===== config.mk =====
export PLATFORM = sky130hd
export DESIGN_NAME = refcounted_id_allocator
export DESIGN_NICKNAME = d
export VERILOG_FILES = /design/src/rtl/ria_pkg.sv /design/src/rtl/refcounted_id_allocator.sv /design/src/rtl/ria_ram.sv /design/src/rtl/ria_ctrl.sv /design/src/rtl/ria_dp.sv
export SDC_FILE = /design/constraint.sdc
export NUM_CORES = 2
export LEC_CHECK = 0
export ABC_AREA = 1
export BUFFER_PORTS_ARGS = -buffer_cell sky130_fd_sc_hd__buf_4
export CAP_MARGIN = 20
export CORE_UTILIZATION = 45
export CTS_CLUSTER_SIZE = 8
export DETAILED_ROUTE_END_ITERATION = 7
export GPL_ROUTABILITY_DRIVEN = 0
export MAX_ROUTING_LAYER = met4
export PLACE_DENSITY_LB_ADDON = 0.12
export SLEW_MARGIN = 20
export SYNTH_ARGS = -nofsm -noshare
export SYNTH_HDL_FRONTEND = slang
export SYNTH_SLANG_ARGS = --single-unit

===== constraint.sdc =====
create_clock -name clk_i -period 5.7 [get_ports clk_i]
set_input_delay 0.57 -clock clk_i [delete_from_list [all_inputs] [get_ports clk_i]]
set_output_delay 0.57 -clock clk_i [all_outputs]
set_load 0.02 [all_outputs]

===== src/rtl/ria_pkg.sv =====
// Shared types and codes for the reference-counted ID allocator.
`default_nettype none

package ria_pkg;

  typedef enum logic [2:0] {
    FUNC_ADD  = 3'd0,
    FUNC_DEL  = 3'd1,
    FUNC_GEN  = 3'd2,
    FUNC_CLR  = 3'd3,
    FUNC_READ = 3'd4
  } func_e;

  typedef enum logic [2:0] {
    STAT_OK        = 3'd0,
    STAT_RANGE     = 3'd1,
    STAT_FULL      = 3'd2,
    STAT_ABSENT    = 3'd3,
    STAT_NONE_FREE = 3'd4,
    STAT_BAD_POS   = 3'd5
  } status_e;

  typedef enum logic [3:0] {
    S_IDLE,
    S_DISPATCH,
    S_SCAN,
    S_SHIFT_UP,
    S_INSERT,
    S_SHIFT_DN,
    S_GEN,
    S_GEN_END,
    S_READ
  } state_e;

  typedef enum logic [2:0] {
    IDX_HOLD,
    IDX_ZERO,
    IDX_POS,
    IDX_INC,
    IDX_DEC,
    IDX_LAST
  } idx_op_e;

  typedef enum logic [2:0] {
    WR_NONE,
    WR_UP,
    WR_DN,
    WR_NEW,
    WR_INC,
    WR_DEC
  } wr_op_e;

  typedef enum logic [1:0] {
    TOT_HOLD,
    TOT_INC,
    TOT_DEC,
    TOT_CLR
  } tot_op_e;

  typedef enum logic [1:0] {
    CAND_HOLD,
    CAND_ONE,
    CAND_RD_M1,
    CAND_PREV_P1
  } cand_op_e;

  typedef enum logic [1:0] {
    RID_ZERO,
    RID_RDATA,
    RID_CAND
  } rid_sel_e;

  typedef enum logic [2:0] {
    RCNT_ZERO,
    RCNT_ONE,
    RCNT_RDATA,
    RCNT_INC,
    RCNT_DEC
  } rcnt_sel_e;

  // Word index of the max_id register on the configuration port
  localparam logic REG_MAX_ID = 1'b0;

  typedef struct packed {
    logic      latch_in;
    idx_op_e   idx_op;
    logic      latch_p;
    logic      latch_prev;
    wr_op_e    wr_op;
    tot_op_e   tot_op;
    cand_op_e  cand_op;
    logic      res_load;
    status_e   res_status;
    rid_sel_e  rid_sel;
    rcnt_sel_e rcnt_sel;
  } ria_cmd_t;

  typedef struct packed {
    logic is_add;
    logic is_del;
    logic is_gen;
    logic is_clr;
    logic is_rd;
    logic id_bad;
    logic idx_lt_total;
    logic idx_next_lt_total;
    logic idx_zero;
    logic idx_eq_p;
    logic full;
    logic total_zero;
    logic rd_lt_id;
    logic rd_eq_id;
    logic rd_cnt_gt1;
    logic rd_gt1;
    logic gap;
    logic pos_lt_total;
    logic cand_gt_max;
  } ria_stat_t;

endpackage

`default_nettype wire


===== src/rtl/refcounted_id_allocator.sv =====
// Top level: request port, result strobe, APB max_id register, controller and datapath.
//
// Usage: present func_i, id_value_i and position_i with start_i high; the
// request is taken at a clock edge where start_i is high and busy_o is low.
// busy_o stays high while the request walks the table. The result appears on
// status_o, result_id_o, result_count_o and used_entries_o for exactly one
// cycle, marked by done_o; the receiver cannot stall it. busy_o drops in that
// same cycle, so the next request may be taken while done_o is high.
// Clear and errors found at decode finish soonest, then read. Add, delete and
// generate walk the table, so they take longer the more IDs are stored: the
// table memory gives one entry read per cycle during the scan and one entry
// moved per cycle during a shift.
// Reset empties the table (the entry count clears; stored words are not
// cleared) and sets max_id to its largest value. max_id lives at byte address 0
// of the APB port; write it only while the block is idle.
`default_nettype none

module refcounted_id_allocator #(
  parameter int TABLE_DEPTH = 64,
  parameter int ID_BITS = 16,
  parameter int COUNT_BITS = 16,
  localparam int POS_W = $clog2(TABLE_DEPTH),
  localparam int CNT_W = $clog2(TABLE_DEPTH + 1)
) (
  input  wire logic                  clk_i,
  input  wire logic                  rst_ni,
  input  wire logic                  start_i,
  output logic                       busy_o,
  input  wire logic [2:0]            func_i,
  input  wire logic [ID_BITS-1:0]    id_value_i,
  input  wire logic [POS_W-1:0]      position_i,
  output logic                       done_o,
  output logic [2:0]                 status_o,
  output logic [ID_BITS-1:0]         result_id_o,
  output logic [COUNT_BITS-1:0]      result_count_o,
  output logic [CNT_W-1:0]           used_entries_o,
  input  wire logic                  psel,
  input  wire logic                  penable,
  input  wire logic                  pwrite,
  input  wire logic [2:0]            paddr,
  input  wire logic [31:0]           pwdata,
  output logic [31:0]                prdata,
  output logic                       pready
);

  import ria_pkg::*;

  ria_cmd_t           cmd;
  ria_stat_t          stat;
  logic [ID_BITS-1:0] max_id_q;
  logic               cfg_wr;
  logic               sel_max_id;

  assign pready     = 1'b1;
  assign sel_max_id = (paddr[2] == REG_MAX_ID);
  assign cfg_wr     = psel && penable && pwrite && pready;
  assign prdata     = sel_max_id ? 32'(max_id_q) : '0;

  always_ff @(posedge clk_i or negedge rst_ni) begin
    if (!rst_ni) begin
      max_id_q <= ID_BITS'(32'h0000_FFFF);
    end else if (cfg_wr && sel_max_id) begin
      max_id_q <= pwdata[ID_BITS-1:0];
    end
  end

  ria_ctrl u_ctrl (
    .clk_i   (clk_i),
    .rst_ni  (rst_ni),
    .start_i (start_i),
    .stat_i  (stat),
    .cmd_o   (cmd),
    .busy_o  (busy_o)
  );

  ria_dp #(
    .TABLE_DEPTH (TABLE_DEPTH),
    .ID_BITS     (ID_BITS),
    .COUNT_BITS  (COUNT_BITS)
  ) u_dp (
    .clk_i          (clk_i),
    .rst_ni         (rst_ni),
    .cmd_i          (cmd),
    .stat_o         (stat),
    .func_i         (func_i),
    .id_value_i     (id_value_i),
    .position_i     (position_i),
    .max_id_i       (max_id_q),
    .done_o         (done_o),
    .status_o       (status_o),
    .result_id_o    (result_id_o),
    .result_count_o (result_count_o),
    .used_entries_o (used_entries_o)
  );

  a_done_after_busy: assert property (@(posedge clk_i) disable iff (!rst_ni)
    done_o |-> $past(busy_o))
    else $error("result strobe without a request in progress");

  a_accept_goes_busy: assert property (@(posedge clk_i) disable iff (!rst_ni)
    (start_i && !busy_o) |=> (busy_o && !done_o))
    else $error("accepted request did not occupy the block");

  a_full_status: assert property (@(posedge clk_i) disable iff (!rst_ni)
    (done_o && (status_o == STAT_FULL)) |-> (used_entries_o == CNT_W'(TABLE_DEPTH)))
    else $error("table-full status while entries remain");

endmodule

`default_nettype wire


===== src/rtl/ria_ram.sv =====
// Generic single-write, single-read RAM with registered read data.
`default_nettype none

module ria_ram #(
  parameter int WIDTH = 32,
  parameter int DEPTH = 64,
  localparam int AW = $clog2(DEPTH)
) (
  input  wire logic             clk_i,
  input  wire logic             we_i,
  input  wire logic [AW-1:0]    waddr_i,
  input  wire logic [WIDTH-1:0] wdata_i,
  input  wire logic [AW-1:0]    raddr_i,
  output logic      [WIDTH-1:0] rdata_o
);

  logic [WIDTH-1:0] mem_q [DEPTH];
  logic [WIDTH-1:0] rdata_q;

  always_ff @(posedge clk_i) begin
    if (we_i) begin
      mem_q[waddr_i] <= wdata_i;
    end
    rdata_q <= mem_q[raddr_i];
  end

  assign rdata_o = rdata_q;

endmodule

`default_nettype wire


===== src/rtl/ria_ctrl.sv =====
// Controller state machine: sequences scan, shift and result steps per request.
`default_nettype none

module ria_ctrl (
  input  wire logic      clk_i,
  input  wire logic      rst_ni,
  input  wire logic      start_i,
  input  ria_pkg::ria_stat_t stat_i,
  output ria_pkg::ria_cmd_t  cmd_o,
  output logic           busy_o
);

  import ria_pkg::*;

  state_e state_q, state_d;
  logic   found;
  logic   scan_more;

  // Entry at the scan index matches the request ID
  assign found     = stat_i.idx_lt_total && stat_i.rd_eq_id;
  assign scan_more = stat_i.idx_lt_total && stat_i.rd_lt_id;

  always_ff @(posedge clk_i or negedge rst_ni) begin
    if (!rst_ni) begin
      state_q <= S_IDLE;
    end else begin
      state_q <= state_d;
    end
  end

  always_comb begin
    state_d = state_q;
    unique case (state_q)
      S_IDLE: begin
        if (start_i) state_d = S_DISPATCH;
      end
      S_DISPATCH: begin
        if (stat_i.is_add) begin
          state_d = stat_i.id_bad ? S_IDLE : S_SCAN;
        end else if (stat_i.is_del) begin
          state_d = S_SCAN;
        end else if (stat_i.is_gen) begin
          state_d = stat_i.total_zero ? S_GEN_END : S_GEN;
        end else if (stat_i.is_rd) begin
          state_d = S_READ;
        end else begin
          state_d = S_IDLE;
        end
      end
      S_SCAN: begin
        if (!scan_more) begin
          if (stat_i.is_add) begin
            if (found || stat_i.full) begin
              state_d = S_IDLE;
            end else if (stat_i.idx_lt_total) begin
              state_d = S_SHIFT_UP;
            end else begin
              state_d = S_INSERT;
            end
          end else if (found && !stat_i.rd_cnt_gt1 && stat_i.idx_next_lt_total) begin
            state_d = S_SHIFT_DN;
          end else begin
            state_d = S_IDLE;
          end
        end
      end
      S_SHIFT_UP: begin
        if (stat_i.idx_eq_p) state_d = S_INSERT;
      end
      S_INSERT: state_d = S_IDLE;
      S_SHIFT_DN: begin
        if (!stat_i.idx_next_lt_total) state_d = S_IDLE;
      end
      S_GEN: begin
        if (stat_i.idx_zero) begin
          if (stat_i.rd_gt1) state_d = S_GEN_END;
        end else if (!stat_i.idx_lt_total || stat_i.gap) begin
          state_d = S_GEN_END;
        end
      end
      S_GEN_END: state_d = S_IDLE;
      S_READ:    state_d = S_IDLE;
      default:   state_d = S_IDLE;
    endcase
  end

  always_comb begin
    cmd_o            = '0;
    cmd_o.idx_op     = IDX_HOLD;
    cmd_o.wr_op      = WR_NONE;
    cmd_o.tot_op     = TOT_HOLD;
    cmd_o.cand_op    = CAND_HOLD;
    cmd_o.res_status = STAT_OK;
    cmd_o.rid_sel    = RID_ZERO;
    cmd_o.rcnt_sel   = RCNT_ZERO;
    busy_o           = (state_q != S_IDLE);
    unique case (state_q)
      S_IDLE: begin
        cmd_o.latch_in = start_i;
      end
      S_DISPATCH: begin
        if (stat_i.is_add) begin
          if (stat_i.id_bad) begin
            cmd_o.res_load   = 1'b1;
            cmd_o.res_status = STAT_RANGE;
          end else begin
            cmd_o.idx_op = IDX_ZERO;
          end
        end else if (stat_i.is_del) begin
          cmd_o.idx_op = IDX_ZERO;
        end else if (stat_i.is_gen) begin
          if (stat_i.total_zero) begin
            cmd_o.cand_op = CAND_ONE;
          end else begin
            cmd_o.idx_op = IDX_ZERO;
          end
        end else if (stat_i.is_clr) begin
          cmd_o.tot_op   = TOT_CLR;
          cmd_o.res_load = 1'b1;
        end else if (stat_i.is_rd) begin
          cmd_o.idx_op = IDX_POS;
        end else begin
          cmd_o.res_load   = 1'b1;
          cmd_o.res_status = STAT_RANGE;
        end
      end
      S_SCAN: begin
        if (scan_more) begin
          cmd_o.idx_op = IDX_INC;
        end else if (stat_i.is_add) begin
          if (found) begin
            cmd_o.wr_op    = WR_INC;
            cmd_o.res_load = 1'b1;
            cmd_o.rcnt_sel = RCNT_INC;
          end else if (stat_i.full) begin
            cmd_o.res_load   = 1'b1;
            cmd_o.res_status = STAT_FULL;
          end else begin
            cmd_o.latch_p = 1'b1;
            if (stat_i.idx_lt_total) cmd_o.idx_op = IDX_LAST;
          end
        end else if (!found) begin
          cmd_o.res_load   = 1'b1;
          cmd_o.res_status = STAT_ABSENT;
        end else if (stat_i.rd_cnt_gt1) begin
          cmd_o.wr_op    = WR_DEC;
          cmd_o.res_load = 1'b1;
          cmd_o.rcnt_sel = RCNT_DEC;
        end else if (stat_i.idx_next_lt_total) begin
          cmd_o.idx_op = IDX_INC;
        end else begin
          cmd_o.tot_op   = TOT_DEC;
          cmd_o.res_load = 1'b1;
        end
      end
      S_SHIFT_UP: begin
        cmd_o.wr_op = WR_UP;
        if (!stat_i.idx_eq_p) cmd_o.idx_op = IDX_DEC;
      end
      S_INSERT: begin
        cmd_o.wr_op    = WR_NEW;
        cmd_o.tot_op   = TOT_INC;
        cmd_o.res_load = 1'b1;
        cmd_o.rcnt_sel = RCNT_ONE;
      end
      S_SHIFT_DN: begin
        cmd_o.wr_op = WR_DN;
        if (stat_i.idx_next_lt_total) begin
          cmd_o.idx_op = IDX_INC;
        end else begin
          cmd_o.tot_op   = TOT_DEC;
          cmd_o.res_load = 1'b1;
        end
      end
      S_GEN: begin
        if (stat_i.idx_zero) begin
          if (stat_i.rd_gt1) begin
            cmd_o.cand_op = CAND_RD_M1;
          end else begin
            cmd_o.latch_prev = 1'b1;
            cmd_o.idx_op     = IDX_INC;
          end
        end else if (stat_i.idx_lt_total && !stat_i.gap) begin
          cmd_o.latch_prev = 1'b1;
          cmd_o.idx_op     = IDX_INC;
        end else begin
          cmd_o.cand_op = CAND_PREV_P1;
        end
      end
      S_GEN_END: begin
        cmd_o.res_load = 1'b1;
        if (stat_i.cand_gt_max) begin
          cmd_o.res_status = STAT_NONE_FREE;
        end else begin
          cmd_o.rid_sel = RID_CAND;
        end
      end
      S_READ: begin
        cmd_o.res_load = 1'b1;
        if (stat_i.pos_lt_total) begin
          cmd_o.rid_sel  = RID_RDATA;
          cmd_o.rcnt_sel = RCNT_RDATA;
        end else begin
          cmd_o.res_status = STAT_BAD_POS;
        end
      end
      default: begin
        busy_o = 1'b1;
      end
    endcase
  end

endmodule

`default_nettype wire


===== src/rtl/ria_dp.sv =====
// Datapath: sorted ID/count table, scan index, total count and result registers.
`default_nettype none

module ria_dp #(
  parameter int TABLE_DEPTH = 64,
  parameter int ID_BITS = 16,
  parameter int COUNT_BITS = 16,
  localparam int POS_W = $clog2(TABLE_DEPTH),
  localparam int CNT_W = $clog2(TABLE_DEPTH + 1)
) (
  input  wire logic                  clk_i,
  input  wire logic                  rst_ni,
  input  ria_pkg::ria_cmd_t          cmd_i,
  output ria_pkg::ria_stat_t         stat_o,
  input  wire logic [2:0]            func_i,
  input  wire logic [ID_BITS-1:0]    id_value_i,
  input  wire logic [POS_W-1:0]      position_i,
  input  wire logic [ID_BITS-1:0]    max_id_i,
  output logic                       done_o,
  output logic [2:0]                 status_o,
  output logic [ID_BITS-1:0]         result_id_o,
  output logic [COUNT_BITS-1:0]      result_count_o,
  output logic [CNT_W-1:0]           used_entries_o
);

  import ria_pkg::*;

  localparam int WORD_W = ID_BITS + COUNT_BITS;

  logic [CNT_W-1:0]      idx_q, idx_d, p_q, total_q, total_d, waddr_full;
  logic [CNT_W:0]        idx_p1_wide;
  logic [2:0]            func_q;
  logic [ID_BITS-1:0]    id_q, prev_q;
  logic [POS_W-1:0]      pos_q;
  logic [ID_BITS:0]      cand_q, cand_d, prev_p1;
  logic                  we;
  logic [WORD_W-1:0]     wdata, rdata;
  logic [ID_BITS-1:0]    rd_id;
  logic [COUNT_BITS-1:0] rd_cnt, cnt_inc, cnt_dec;

  logic                  done_q;
  logic [2:0]            status_q;
  logic [ID_BITS-1:0]    rid_q, rid_d;
  logic [COUNT_BITS-1:0] rcnt_q, rcnt_d;
  logic [CNT_W-1:0]      used_q;

  assign rd_id   = rdata[WORD_W-1 -: ID_BITS];
  assign rd_cnt  = rdata[COUNT_BITS-1:0];
  assign cnt_inc = (rd_cnt == '1) ? rd_cnt : rd_cnt + COUNT_BITS'(1);
  assign cnt_dec = rd_cnt - COUNT_BITS'(1);
  assign prev_p1 = {1'b0, prev_q} + (ID_BITS + 1)'(1);
  assign idx_p1_wide = {1'b0, idx_q} + (CNT_W + 1)'(1);

  // Read address follows the next index, so read data always matches idx_q
  always_comb begin
    case (cmd_i.idx_op)
      IDX_ZERO: idx_d = '0;
      IDX_POS:  idx_d = CNT_W'(pos_q);
      IDX_INC:  idx_d = idx_q + CNT_W'(1);
      IDX_DEC:  idx_d = idx_q - CNT_W'(1);
      IDX_LAST: idx_d = total_q - CNT_W'(1);
      default:  idx_d = idx_q;
    endcase
  end

  always_comb begin
    case (cmd_i.tot_op)
      TOT_INC: total_d = total_q + CNT_W'(1);
      TOT_DEC: total_d = total_q - CNT_W'(1);
      TOT_CLR: total_d = '0;
      default: total_d = total_q;
    endcase
  end

  always_comb begin
    we         = 1'b1;
    waddr_full = idx_q;
    wdata      = rdata;
    case (cmd_i.wr_op)
      WR_UP:   waddr_full = idx_q + CNT_W'(1);
      WR_DN:   waddr_full = idx_q - CNT_W'(1);
      WR_NEW: begin
        waddr_full = p_q;
        wdata      = {id_q, COUNT_BITS'(1)};
      end
      WR_INC:  wdata = {rd_id, cnt_inc};
      WR_DEC:  wdata = {rd_id, cnt_dec};
      default: we = 1'b0;
    endcase
  end

  always_comb begin
    case (cmd_i.cand_op)
      CAND_ONE:     cand_d = (ID_BITS + 1)'(1);
      CAND_RD_M1:   cand_d = {1'b0, rd_id - ID_BITS'(1)};
      CAND_PREV_P1: cand_d = prev_p1;
      default:      cand_d = cand_q;
    endcase
  end

  always_comb begin
    case (cmd_i.rid_sel)
      RID_RDATA: rid_d = rd_id;
      RID_CAND:  rid_d = cand_q[ID_BITS-1:0];
      default:   rid_d = '0;
    endcase
  end

  always_comb begin
    case (cmd_i.rcnt_sel)
      RCNT_ONE:   rcnt_d = COUNT_BITS'(1);
      RCNT_RDATA: rcnt_d = rd_cnt;
      RCNT_INC:   rcnt_d = cnt_inc;
      RCNT_DEC:   rcnt_d = cnt_dec;
      default:    rcnt_d = '0;
    endcase
  end

  ria_ram #(
    .WIDTH (WORD_W),
    .DEPTH (TABLE_DEPTH)
  ) u_table (
    .clk_i   (clk_i),
    .we_i    (we),
    .waddr_i (waddr_full[POS_W-1:0]),
    .wdata_i (wdata),
    .raddr_i (idx_d[POS_W-1:0]),
    .rdata_o (rdata)
  );

  always_ff @(posedge clk_i or negedge rst_ni) begin
    if (!rst_ni) begin
      idx_q   <= '0;
      p_q     <= '0;
      total_q <= '0;
      done_q  <= 1'b0;
    end else begin
      idx_q   <= idx_d;
      total_q <= total_d;
      done_q  <= cmd_i.res_load;
      if (cmd_i.latch_p) p_q <= idx_q;
    end
  end

  always_ff @(posedge clk_i) begin
    if (cmd_i.latch_in) begin
      func_q <= func_i;
      id_q   <= id_value_i;
      pos_q  <= position_i;
    end
    if (cmd_i.latch_prev) prev_q <= rd_id;
    cand_q <= cand_d;
    if (cmd_i.res_load) begin
      status_q <= cmd_i.res_status;
      rid_q    <= rid_d;
      rcnt_q   <= rcnt_d;
      used_q   <= total_d;
    end
  end

  always_comb begin
    stat_o.is_add            = (func_q == FUNC_ADD);
    stat_o.is_del            = (func_q == FUNC_DEL);
    stat_o.is_gen            = (func_q == FUNC_GEN);
    stat_o.is_clr            = (func_q == FUNC_CLR);
    stat_o.is_rd             = (func_q == FUNC_READ);
    stat_o.id_bad            = (id_q == '0) || (id_q > max_id_i);
    stat_o.idx_lt_total      = (idx_q < total_q);
    stat_o.idx_next_lt_total = (idx_p1_wide < {1'b0, total_q});
    stat_o.idx_zero          = (idx_q == '0);
    stat_o.idx_eq_p          = (idx_q == p_q);
    stat_o.full              = (total_q == CNT_W'(TABLE_DEPTH));
    stat_o.total_zero        = (total_q == '0);
    stat_o.rd_lt_id          = (rd_id < id_q);
    stat_o.rd_eq_id          = (rd_id == id_q);
    stat_o.rd_cnt_gt1        = (rd_cnt > COUNT_BITS'(1));
    stat_o.rd_gt1            = (rd_id > ID_BITS'(1));
    stat_o.gap               = ({1'b0, rd_id} > prev_p1);
    stat_o.pos_lt_total      = (CNT_W'(pos_q) < total_q);
    stat_o.cand_gt_max       = (cand_q > {1'b0, max_id_i});
  end

  assign done_o         = done_q;
  assign status_o       = status_q;
  assign result_id_o    = rid_q;
  assign result_count_o = rcnt_q;
  assign used_entries_o = used_q;

  a_total_bound: assert property (@(posedge clk_i) disable iff (!rst_ni)
    total_q <= CNT_W'(TABLE_DEPTH))
    else $error("entry total exceeds table depth");

  a_write_in_range: assert property (@(posedge clk_i) disable iff (!rst_ni)
    we |-> waddr_full <= total_q)
    else $error("table write beyond the filled region");

  a_no_grow_when_full: assert property (@(posedge clk_i) disable iff (!rst_ni)
    (cmd_i.tot_op == TOT_INC) |-> (total_q < CNT_W'(TABLE_DEPTH)))
    else $error("insert into a full table");

endmodule

`default_nettype wire


Yosys cells after proc, flatten, opt, wreduce, memory -nomap -nowiden
Memory sizes are Yosys's and may differ from the RTL's. A register that Yosys moved wholly into a read port is not among the register bits.
Cells that the tools add are included.
{"block": "totals", "regBits": 142, "ram_bits": 2048, "input_bits": 66, "output_inout_bits": 77, "n_memories": 1}
{"block": "op_classes", "n_addsub": 9, "n_lt_le_gt_ge": 9, "eq_ne": 44, "mux": 107, "n_bitwise": 1, "reduce_logical": 26}
{"name": "u_dp.u_table.mem_q", "words": 64, "word_bits": 32, "rd": 1, "rd_clocked_by_memory_dff": 1, "write_ports": 1, "line_no": "ria_ram.sv:17", "rtl": "logic [WIDTH-1:0] mem_q [DEPTH];"}
{"op": "$mux 4", "count": 24}
{"op": "$pmux 32 s3", "count": 1}
{"op": "$mux 3", "count": 23}
{"op": "$pmux 16 s4", "count": 1}
{"op": "$pmux 17 s3", "count": 1}
{"op": "$pmux 7 s5", "count": 1}
{"op": "$mux 2", "count": 17}
{"op": "$gt 16x1->1 const B", "count": 2}
{"op": "$mux 16", "count": 2}
{"op": "$pmux 16 s2", "count": 1}
{"op": "$sub 16x1->16 const B", "count": 2}
{"op": "$eq 3x2->1 const B", "count": 8}
{"op": "$pmux 3 s4", "count": 2}
{"op": "$pmux 4 s6", "count": 1}
{"op": "$mux 1", "count": 22}
{"op": "$pmux 7 s3", "count": 1}
{"op": "$eq 3x3->1 const B", "count": 6}
{"op": "$pmux 6 s3", "count": 1}
{"op": "$add 16x1->17 const B", "count": 1}
{"op": "$gt 16x17->1", "count": 1}
{"op": "$gt 17x16->1", "count": 1}
{"op": "$add 16x1->16 const B", "count": 1}
{"op": "$eq 16x16->1", "count": 1}
{"op": "$eq 16x16->1 const B", "count": 1}
{"op": "other kinds (43)", "count": 74}

Longest topological paths before layout
{"block": "logic_depth", "word_depth": 13, "ltp_mapped": 33, "ltp_nobuf": 31}

Cells and area by module
Synthesis repeated with hierarchy kept, for this count alone.
{"block": "hier_totals", "hier_cells": 8338, "hier_area_um2": 94287.9}
{"mod": "ria_ram", "n_inst": 1, "cells_each": 6785, "area_each_um2": 82785.6}
{"mod": "ria_dp", "n_inst": 1, "cells_each": 1285, "area_each_um2": 9716.8}
{"mod": "refcounted_id_allocator", "n_inst": 1, "cells_each": 125, "area_each_um2": 958.4}
{"mod": "ria_ctrl", "n_inst": 1, "cells_each": 143, "area_each_um2": 827.0}

Worst setup path before layout
Ideal clock, no wire load.
{"block": "synth_timing", "path_type": "register to register", "from": "register u_dp.total_q[2]", "to": "memory u_dp.u_table.mem_q[0][6] (data pin)", "setup_time_ns": 0.702, "t_arrival_ns": 4.579, "required_ns": 4.998, "setup_slack_ns": 0.419, "path_stages_with_launch": 16, "path_buffers": 2, "cell_sequence": "dfrtp_1 -> buf_2 -> inv_1 -> ha_1 -> a21oi_1 -> nand2_1 -> nand4_2 -> nand2_2 -> inv_2 -> nand3_2 -> nand2_1 -> nor2_1 -> nand2_1 -> nand2_1 -> clkbuf_1 -> o21ai_0"}
{"block": "synth_between", "elab_chain_cells": 8}
{"element": "from (decl)", "line_no": "ria_dp.sv:30", "rtl": "logic [CNT_W-1:0] idx_q, idx_d, p_q, total_q, total_d, waddr_full;"}
{"element": "from (signal assigned)", "line_no": "ria_dp.sv:139", "rtl": "total_q <= total_d;"}
{"element": "$lt 7x7->1 *", "line_no": "ria_dp.sv:168", "rtl": "stat_o.idx_lt_total = (idx_q < total_q);"}
{"element": "$logic_and 1x1->1", "line_no": "ria_ctrl.sv:20", "rtl": "assign found = stat_i.idx_lt_total && stat_i.rd_eq_id;"}
{"element": "$mux 5 or $mux 3 (tied branches)", "line_no": "ria_ctrl.sv:142, ria_ctrl.sv:131"}
{"element": "$mux 3", "line_no": "ria_ctrl.sv:130", "rtl": "end else if (stat_i.is_add) begin"}
{"element": "$mux 5 *", "line_no": "ria_ctrl.sv:128", "rtl": "if (scan_more) begin"}
{"element": "$pmux 3 s4 *", "line_no": "ria_ctrl.sv:97", "rtl": "unique case (state_q)"}
{"element": "$eq 3x3->1 or $eq 3x2->1 (tied branches)", "line_no": "ria_dp.sv:79", "rtl": "case (cmd_i.wr_op)"}
{"element": "$pmux 32 s3 *", "line_no": "ria_dp.sv:79"}
{"element": "net u_dp.u_table.wdata_i[6]", "line_no": "ria_ram.sv:12", "rtl": "input wire logic [WIDTH-1:0] wdata_i,"}
{"element": "to (decl)", "line_no": "ria_ram.sv:17"}
The timed path passes the listed nets; every way through them passes the cells marked *.

Worst setup path in the final report
{"block": "layout_timing", "from": "register u_dp.prev_q[0]", "to": "register u_dp.u_table.rdata_q[23], in the netlist u_dp.u_table.rdata_o[23] (read register of u_dp.u_table.mem_q)"}
{"block": "layout_between", "elab_chain_cells": 9}
{"element": "from (decl)", "line_no": "ria_dp.sv:33", "rtl": "logic [ID_BITS-1:0] id_q, prev_q;"}
{"element": "from (signal assigned)", "line_no": "ria_dp.sv:151", "rtl": "if (cmd_i.latch_prev) prev_q <= rd_id;"}
{"element": "$add 16x1->17 *", "line_no": "ria_dp.sv:51", "rtl": "assign prev_p1 = {1'b0, prev_q} + (ID_BITS + 1)'(1);"}
{"element": "$gt 16x17->1 *", "line_no": "ria_dp.sv:178", "rtl": "stat_o.gap = ({1'b0, rd_id} > prev_p1);"}
{"element": "$logic_not 1->1 *", "line_no": "ria_ctrl.sv:183", "rtl": "end else if (stat_i.idx_lt_total && !stat_i.gap) begin"}
{"element": "$logic_and 1x1->1 *", "line_no": "ria_ctrl.sv:183"}
{"element": "$mux 2 *", "line_no": "ria_ctrl.sv:183"}
{"element": "$mux 3 *", "line_no": "ria_ctrl.sv:176", "rtl": "if (stat_i.idx_zero) begin"}
{"element": "$pmux 3 s5 *", "line_no": "ria_ctrl.sv:97"}
{"element": "$eq 3x3->1 (tied with other cells)", "line_no": "ria_dp.sv:56", "rtl": "case (cmd_i.idx_op)"}
{"element": "$pmux 7 s5 *", "line_no": "ria_dp.sv:56"}
{"element": "to (decl)", "line_no": "ria_ram.sv:18", "rtl": "logic [WIDTH-1:0] rdata_q;"}
Mark *: on every way between the ends. The rest lies on a longest branch, timed or not.
A chain may end at the register's enable or synchronous reset.

==> results.txt <==
The net count of the finished layout is 9687. The tool flagged a number of max-cap violations equal to 0. The die span in x came out at 475 µm. The overall via count from detail_route came out at 70800. Yosys attributes the largest share of cell area to edfxtp_1 (64%), nand3_1 (10%), nand2_1 (6.3%). Along the worst path, the maximum fanout reaches 24.

The clock tree synthesis step divided the H-tree into 5 levels. The most frequent standard cell in the layout excluding fill and tap cells is edfxtp_1. The final wirelength is 308 mm. Global routing used 28.0% of the available tracks. The share of flip-flops with an asynchronous set or reset came out at 1.89%.

The synthesized netlist devotes 23.8% of its cell area to simple gates. The largest net degree at the start of global routing came out at 137. The slowest stage of the critical path is the edfxtp_1 cell. Cells fill 52.6% of the core in the end. The arithmetic-cell share of the synthesized area counting full adders, half adders and majority gates is 1.17%. The via density per instance is 5.63. The top cell types in the final layout, fill and taps aside, are edfxtp_1 (2148), nand3_1 (2064), nand2_1 (1674). The estimated wirelength of the detail-placed design is 177 mm. The synthesized netlist devotes 1.60% of its cell area to compound gates.

The site row count came out at 173. The worst hold slack is 183 ps. The via count of the first global-routing pass is 67600. The biggest area contributor in the post-synthesis netlist is edfxtp_1. The worst hold path belongs to the class primary input to register. The total I/O pin count came out at 143. The clock period minus worst slack is 5460 ps. In this run the vertical extent of the chip is 475 µm. The core box area is 222000 µm².

In this run the biggest area consumer among cell types represents 64.2% of the synthesized area. The sequential share of the synthesized area is 65.9%. Headroom to the max-slew limit came out at 21.5%. Setup repair after global routing could not meet its margin everywhere. The number of buffer cells added on primary ports came out at 107. The yosys synthesis warning count came out at 0. The cell repeated most along the worst path is nand2_1. The number of nets with antenna violations after routing is 0. The worst-skew pair later-pin latency came out at 960 ps. The multiplexer share of the synthesized area came out at 0.0112%.

The xor-xnor portion of the synthesized cell area is 0.505%. The arrival time of data at the critical path endpoint is 6260 ps. The number of buffers on the longest clock path came out at 4.

The initial utilization of the core area, before any placement, comes to 45.3%. The clock skew after layout came out at 53.9 ps. The max-slew violation count is 0.

Compared with the post-synthesis result, the final layout area differs by 16.2%. Dividing the detail-routed wire length by the instance count gives 24.5 µm. After layout, the worst setup slack is 244 ps. The number of buffer and inverter stages on the critical path came out at 2. In this design, the largest share of critical-path delay is due to simple AND/OR/NAND/NOR gates. The first global-routing pass estimated 451 mm of wire. For this design, the sink count on the clock tree is 2222. In this run, CTS created clock tree buffers numbering 328. The number of antenna violations at the first check in global routing is 9. The detailed-routing iteration count for the pre-antenna-repair pass is 8. Cells with a size suffix above 1 make up 10.9% of the layout. Clock tree synthesis selected as its root buffer the cell clkbuf_16. The post-route fraction of the period consumed by the critical path came out at 95.7%.

After detailed routing, the number of remaining DRC violations is 2. Counting flops and latches in the post-synthesis netlist gives 2222. For the pin with the worst max-slew slack, the measured transition is 1160 ps. The floorplan die area came out at 225000 µm².

STA puts the critical path data required time at 6500 ps. The layout has 19200 filler cells. The worst setup path is captured at a register.

TritonCTS built the clock tree. The netlist area before placement came out at 101000 µm². The number of flops mapped to enable cells by yosys is 2148. The maximum cell stage delay along the critical path came out at 430 ps.

The final number of setup-violating endpoints is 0. The worst setup timing slack at the placement stage is 220 ps. The maximum clock frequency came out at 0.183 GHz. The kind of launch point of the worst setup path is a register.

The average size of a mapped cell is 10.9 µm². The total overflow left after global routing is 0. After synthesis, the largest family of logic cells by area is simple AND/OR/NAND/NOR gates. The cell count after synthesis came out at 9199. The flow ran to the end, but the final reports show violations. The number of hold violations in the final report is 0. Clock-pin slew was measured on the worst setup and hold paths at 50 ps. The final reports fail on design-rule violations. The worst setup path is of the register to register kind.

After the first detailed-routing iteration, the DRC count stood at 7511. In the synthesized netlist the dominant register cell turns out to be edfxtp_1. The number of distinct library cells after synthesis is 56.
cells in the mapped netlist, types with 7 or more instances:
| library cell | number |
|---|---|
| a21oi_1 | 94 |
| a221oi_1 | 8 |
| buf_1 | 41 |
| buf_2 | 294 |
| buf_4 | 69 |
| clkbuf_1 | 193 |
| dfrtp_1 | 26 |
| dfstp_2 | 16 |
| dfxtp_1 | 32 |
| edfxtp_1 | 2148 |
| ha_1 | 94 |
| inv_1 | 1105 |
| inv_2 | 7 |
| nand2_1 | 1678 |
| nand3_1 | 2076 |
| nand3b_1 | 766 |
| nand4_1 | 26 |
| nor2_1 | 227 |
| nor3_1 | 32 |
| nor4_1 | 11 |
| o211ai_1 | 48 |
| o21ai_0 | 69 |
| o22ai_1 | 11 |
| xnor2_1 | 11 |
| xor2_1 | 47 |
per-stage QoR:
stage | instances | TNS, ps | area [µm²]
global placement | 12100 | 0 | 107000
detailed placement | 12100 | 0 | 108000
finish | 12600 | 0 | 117000
global route | 12600 | -145 | 117000
floorplan | 9214 | 0 | 101000
CTS | 12600 | 0 | 117000
routing by layer:
layer	vias to the layer above	GRT usage, %	routed length (µm)
met4	0	9.40	9520
li1	32400	-	-
met5	-	-	0
met3	502	5.04	26400
met1	34800	38.5	134000
met2	3043	41.7	138000
worst paths after layout:
path	start	cells after the start	slack, ps	to
worst max-delay path	u_dp.prev_q[0]$_DFFE_PP_	28	240	u_dp.u_table.rdata_o[23]$_DFF_P_
worst min-delay path	start_i	4	180	u_ctrl.state_q[1]$_DFFE_PN0P_
worst max register to register	u_dp.prev_q[0]$_DFFE_PP_	28	240	u_dp.u_table.rdata_o[23]$_DFF_P_
worst min register to register	max_id_q[0]$_DFFE_PN1P_	2	520	max_id_q[0]$_DFFE_PN1P_
max in group asynchronous	rst_ni	2	5080	max_id_q[10]$_DFFE_PN1P_
min in group asynchronous	rst_ni	2	210	u_dp.done_o$_DFF_PN0_
kinds of logic (layout without fill, tap and decap cells):
group / Yosys count / after routing
xor gates and xnor gates: 58 / 58
AOI/OAI and AO/OA: 268 / 268
adders and majority gates: 94 / 94
DFF: 2222 / 2222
buffers and inverters: 1715 / 2094
other: 2 / 21
muxes: 1 / 1
and+or+nand+nor: 4839 / 4839
tightest hold or removal path, delay by kind of cell:
family	cells	cell delay (ps)
AOI/OAI and AO/OA	2	200
and+or+nand+nor	1	170
buffers and inverters	1	100
cell type report:
type                            instances  area [µm²]  area share [%]
Clock inverter                          4        26.3          0.0225
Timing Repair Buffer                  585        5950            5.09
Clock buffer                          392        8650            7.40
Tap cell                             2975        3720            3.19
Sequential cell                      2222       66200            56.7
Antenna cell                            4        10.0         0.00857
Multi-Input combinational cell       5277       28100            24.0
Inverter                             1113        4180            3.58
registers in the layout (all words and copies together), names as in the netlist:
signal	flops
max_id_q	16
u_ctrl.state_q	4
u_dp.cand_q	17
u_dp.done_o	1
u_dp.func_q	3
u_dp.id_q	16
u_dp.idx_q	7
u_dp.p_q	7
u_dp.pos_q	6
u_dp.prev_q	16
u_dp.result_count_o	16
u_dp.result_id_o	16
u_dp.status_o	3
u_dp.total_q	7
u_dp.u_table.mem_q	2048
u_dp.u_table.rdata_o	32
u_dp.used_entries_o	7
timing repair:
action	in CTS	in global routing
hold endpoints to repair	72	0
setup buffers	0	4
setup endpoints to repair	0	32
resized for setup	0	19
hold buffers	42	0
Power is left out: the tool's default activity adds up to more than one toggle a clock period on the data nets, which glitch-free logic cannot reach.
